===== src/rtl/gsa_pkg.sv =====
// Package for the generational slot allocator.
// Holds request/status codes, payload structs and the queue entry type.
package gsa_pkg;

  localparam int unsigned SlotCount = 256;
  localparam int unsigned IdxBits   = 8;
  localparam int unsigned GenBits   = 15;
  localparam int unsigned RefBits   = 16;
  localparam int unsigned CntBits   = 9;
  localparam int unsigned QDepth    = 2;

  typedef enum logic [2:0] {
    REQ_ALLOC   = 3'd0,
    REQ_LOOKUP  = 3'd1,
    REQ_INC     = 3'd2,
    REQ_DEC     = 3'd3,
    REQ_COLLECT = 3'd4
  } req_e;

  typedef enum logic [1:0] {
    ST_OK   = 2'd0,
    ST_FULL = 2'd1,
    ST_BAD  = 2'd2
  } status_e;

  typedef enum logic [1:0] {
    OP_ACCESS,
    OP_ALLOC,
    OP_COLLECT,
    OP_NOP
  } op_e;

  typedef struct packed {
    logic [2:0]         req_type;
    logic [IdxBits-1:0] slot_index;
    logic [GenBits-1:0] handle_generation;
  } req_t;

  typedef struct packed {
    logic [1:0]         status;
    logic [IdxBits-1:0] out_index;
    logic [GenBits-1:0] out_generation;
    logic [RefBits-1:0] ref_count;
    logic [CntBits-1:0] freed_count;
    logic [CntBits-1:0] live_count;
  } rsp_t;

  // Classified command passed from the front to the back.
  typedef struct packed {
    op_e                op;
    logic [2:0]         req_type;
    logic [IdxBits-1:0] slot_index;
    logic [GenBits-1:0] handle_generation;
  } cmd_t;

  typedef enum logic [2:0] {
    BK_IDLE,
    BK_READ,
    BK_EXEC,
    BK_SWEEP_RD,
    BK_SWEEP_WR,
    BK_RESP
  } bk_state_e;

endpackage


===== src/rtl/gsa_front.sv =====
// Front end: accepts requests and classifies them into commands.
// Depends on gsa_pkg.
module gsa_front import gsa_pkg::*; (
  input  logic clk_i,
  input  logic rst_ni,
  input  logic req_valid_i,
  output logic req_ready_o,
  input  req_t req_i,
  output logic cmd_valid_o,
  input  logic cmd_ready_i,
  output cmd_t cmd_o
);

  cmd_t        q_mem [QDepth];
  logic [1:0]  cnt_q, cnt_d;
  logic        wr_q, wr_d, rd_q, rd_d;
  cmd_t        cls;
  logic        push, pop;

  // Decode the request type into a back-end operation.
  always_comb begin
    cls.req_type          = req_i.req_type;
    cls.slot_index        = req_i.slot_index;
    cls.handle_generation = req_i.handle_generation;
    case (req_i.req_type)
      REQ_ALLOC:                    cls.op = OP_ALLOC;
      REQ_LOOKUP, REQ_INC, REQ_DEC: cls.op = OP_ACCESS;
      REQ_COLLECT:                  cls.op = OP_COLLECT;
      default:                      cls.op = OP_NOP;
    endcase
  end

  assign req_ready_o = (cnt_q != 2'(QDepth));
  assign cmd_valid_o = (cnt_q != 2'd0);
  assign cmd_o       = q_mem[rd_q];
  assign push        = req_valid_i && req_ready_o;
  assign pop         = cmd_valid_o && cmd_ready_i;

  // Queue pointer and count update.
  always_comb begin
    wr_d  = push ? ~wr_q : wr_q;
    rd_d  = pop ? ~rd_q : rd_q;
    cnt_d = cnt_q + {1'b0, push} - {1'b0, pop};
  end

  always_ff @(posedge clk_i or negedge rst_ni) begin
    if (!rst_ni) begin
      cnt_q <= '0;
      wr_q  <= 1'b0;
      rd_q  <= 1'b0;
    end else begin
      cnt_q <= cnt_d;
      wr_q  <= wr_d;
      rd_q  <= rd_d;
    end
  end

  // Queue storage.
  always_ff @(posedge clk_i) begin
    if (push) begin
      q_mem[wr_q] <= cls;
    end
  end

endmodule


===== config.mk =====
export PLATFORM = sky130hd
export DESIGN_NAME = gsa_front
export DESIGN_NICKNAME = d
export VERILOG_FILES = /design/src/rtl/gsa_pkg.sv /design/src/rtl/gsa_front.sv
export SDC_FILE = /design/constraint.sdc
export NUM_CORES = 1
export LEC_CHECK = 0
export ABC_AREA = 1
export BUFFER_PORTS_ARGS = -buffer_cell sky130_fd_sc_hd__buf_2
export CORE_ASPECT_RATIO = 1.75
export CORE_MARGIN = 1.5
export CORE_UTILIZATION = 30
export DETAILED_ROUTE_END_ITERATION = 8
export PLACE_DENSITY = 0.49
export SYNTH_ARGS = -nofsm -noshare
export SYNTH_HDL_FRONTEND = slang
export SYNTH_SLANG_ARGS = --single-unit

===== constraint.sdc =====
create_clock -name clk_i -period 2.7 [get_ports clk_i]
set_clock_uncertainty 0.1 [all_clocks]
set_input_delay 0 -clock clk_i [delete_from_list [all_inputs] [get_ports clk_i]]
set_output_delay 0 -clock clk_i [all_outputs]
set_load 0.005 [all_outputs]

==> impl_metrics.ini <==
[clocking]
cts_root_buf = clkbuf_16
clockBufferDepth = 2
cts_buffers = 9
clock-sinks = 60
post_cts_buffers = 0
insertion_delay_ns = 0.32
cts_tree = done
clkSlewWorstSetupHoldPaths_ns = 0.05
htreeDepth = 3

[timing]
fin_setup_tns_ns = 0
period_needed_ns = 1.70
max_freq_mhz = 587
drv_slew = 0
finalSetupViolations = 0
slew_headroom = 0.648
grt_setup_unrepaired = false
hold_violations = 0
fin_crit_sh = 0.631
worst_pin_slew_ns = 0.528
setup_ws_ns = 0.996

[logic_synthesis]
synth_cell_types = 13
ys.warnings.count = 0
syn_nets = 213
ys_seq_area_frac = 0.779
avgSynthCellArea_sq_um = 12.6
syn-instance-count = 181
synth_seq_cells = 60
syn_area_sq_mm = 0.00229

[floorplan]
rows = 42
die_x_microns = 69.0
dieHeight_microns = 119
coreArea_sq_mm = 0.00746
initial_utilization = 0.307
io_pins = 60
dieArea_sq_mm = 0.00818

[drt]
wl_microns = 4680
drc_errors = 0
vias = 1544
via_per_inst = 4.17
drtAntennaViolNets = 0
first_iter_violations = 61
wl_per_cell_microns = 12.6
first_pass_iters = 5

[setup_path]
startpoint_type = flop
reg2regPathDepth = 4
r2r-start = cnt_q[1]$_DFF_PN0_
cp.arrival_ns = 1.61
crit_path_start = cnt_q[1]$_DFF_PN0_
crit_path_max_incr_delay_ns = 0.39
crit_top_cell = nand2_1
reg2reg_slack_ns = 1.0
path_cells = nand2_1, nand2_1, nor2_4, buf_4
required_ns = 2.61
reg2reg_to = q_mem[1][14]$_DFFE_PP_
path_class = flop to flop
slowest_stage = dfrtp_1
crit_fanout = 16
cp-end-kind = flop

[global_routing]
grt_pass1_wl_microns = 7510
grt_max_degree = 30
grt_overflow_total = 0
antenna_found_initial = 0
grt_pass1_vias = 1570
grt_usage = 0.125

[place]
dp_cells = 324
io_buffers = 59
hpwl_microns = 2950
pre_cts_ws_ns = 0.970
place.gp.congestion = 0.739

[run]
drv_cap = 0

[finish]
insertedDiodeCount = 0
nets = 309
drive_gt1_frac = 0.273
utilization = 0.440
num-fill-cells = 710
syn_to_final_growth_pct = 43.4
fin_cells = 370

[power_and_ir_drop]
p_total_mw = 3.44
power_leakage_nw = 1.45
ir_worst_vdd_mv = 0.498
p_per_area_mw_per_mm2 = 1050

[min_path]
min_path_cells = 2
hold_path.class = input port to flop
min_to = q_mem[0][6]$_DFFE_PP_
worstHoldStart = req_i[6]

[outcome]
outcome = finished, final reports clean
[stage by stage]
stage / area [sq um] / hold slack, ns
2_1_floorplan: 2290 / -0.396
3_3_place_gp: 2670 / -0.284
3_5_place_dp: 2670 / -0.283
4_1_cts: 3280 / 0.293
5_1_grt: 3280 / 0.304
6_report: 3280 / 0.303
[synthesized netlist by cell type (all sizes together)]
master | n | area, sq um
buf | 6 | 47.5
clkbuf | 1 | 3.75
dfrtp | 4 | 100
edfxtp | 56 | 1680
ha | 2 | 25.0
inv | 9 | 33.8
nand2 | 97 | 364
nand3 | 3 | 15.0
nor2 | 2 | 7.51
xor2 | 1 | 8.76
[critical path: cells and delay by family, from the launching register on]
kind / cells / cell delay (ns)
buf+inv: 1 / 0.32
flops: 1 / 0.39
simple gates: 3 / 0.57
[how the worst max path moves through the flow]
| stage | end | slack [ns] |
|---|---|---|
| floorplan | q_mem[1][0]$_DFFE_PP_ | 0.42 |
| global placement | q_mem[1][20]$_DFFE_PP_ | 0.99 |
| detailed placement | q_mem[1][9]$_DFFE_PP_ | 0.97 |
| CTS | q_mem[1][22]$_DFFE_PP_ | 0.96 |
| global route | q_mem[1][14]$_DFFE_PP_ | 0.86 |
| finish | q_mem[1][14]$_DFFE_PP_ | 1.0 |
[placed cells by master, fill, tap and decap left out, types with 2 or more instances in the layout]
master and n:
dlygate4sd3_1 30, clkbuf_1 2, dfrtp_1 4, edfxtp_1 56, bufinv_16 2, ha_1 2
nand2_1 97, inv_1 8, nand3_1 3, clkbuf_16 9, buf_2 59, buf_4 3
[logic make-up after synthesis]
group / synth area share
xor+xnor: 0.00383
fa+ha+maj: 0.0109
buf+inv: 0.0372
flops: 0.779
simple gates: 0.169
[registers in the layout, summed over array words and instances, names as in the netlist]
signal  cells
rd_q        1
q_mem      56
cnt_q       2
wr_q        1
[cell type report]
type | count | area, sq um | share of cell area
Multi-Input combinational cell | 105 | 428 | 0.130
Tap cell | 88 | 110 | 0.0336
Sequential cell | 60 | 1780 | 0.543
Timing Repair Buffer | 92 | 618 | 0.188
Inverter | 9 | 33.8 | 0.0103
Clock buffer | 11 | 233 | 0.0709
Clock inverter | 5 | 76.3 | 0.0233
[power by group]
group          leakage [nW]  switching (mW)  internal (mW)  total, mW
Sequential            0.569          0.0519           1.28       1.33
Combinational         0.736           0.589          0.353      0.942
Clock                 0.147           0.364          0.801       1.16
Total                  1.45            1.00           2.43       3.44
[metal layers]
layer	GRT usage	share of wire	vias up	wire (microns)
met1	0.122	0.36	711	1690
met5	0	0	-	0
met2	0.222	0.57	35	2670
li1	-	-	787	-
met4	0.0919	0.034	0	158
met3	0.0307	0.035	11	163
[repair_timing]
item | CTS | global route
hold endpoints to repair | 62 | 0
gates resized for setup | 0 | 0
hold buffers | 30 | 0
endpoints found under the setup margin | 0 | 0
No activity file was read; power rests on OpenSTA's default activity.
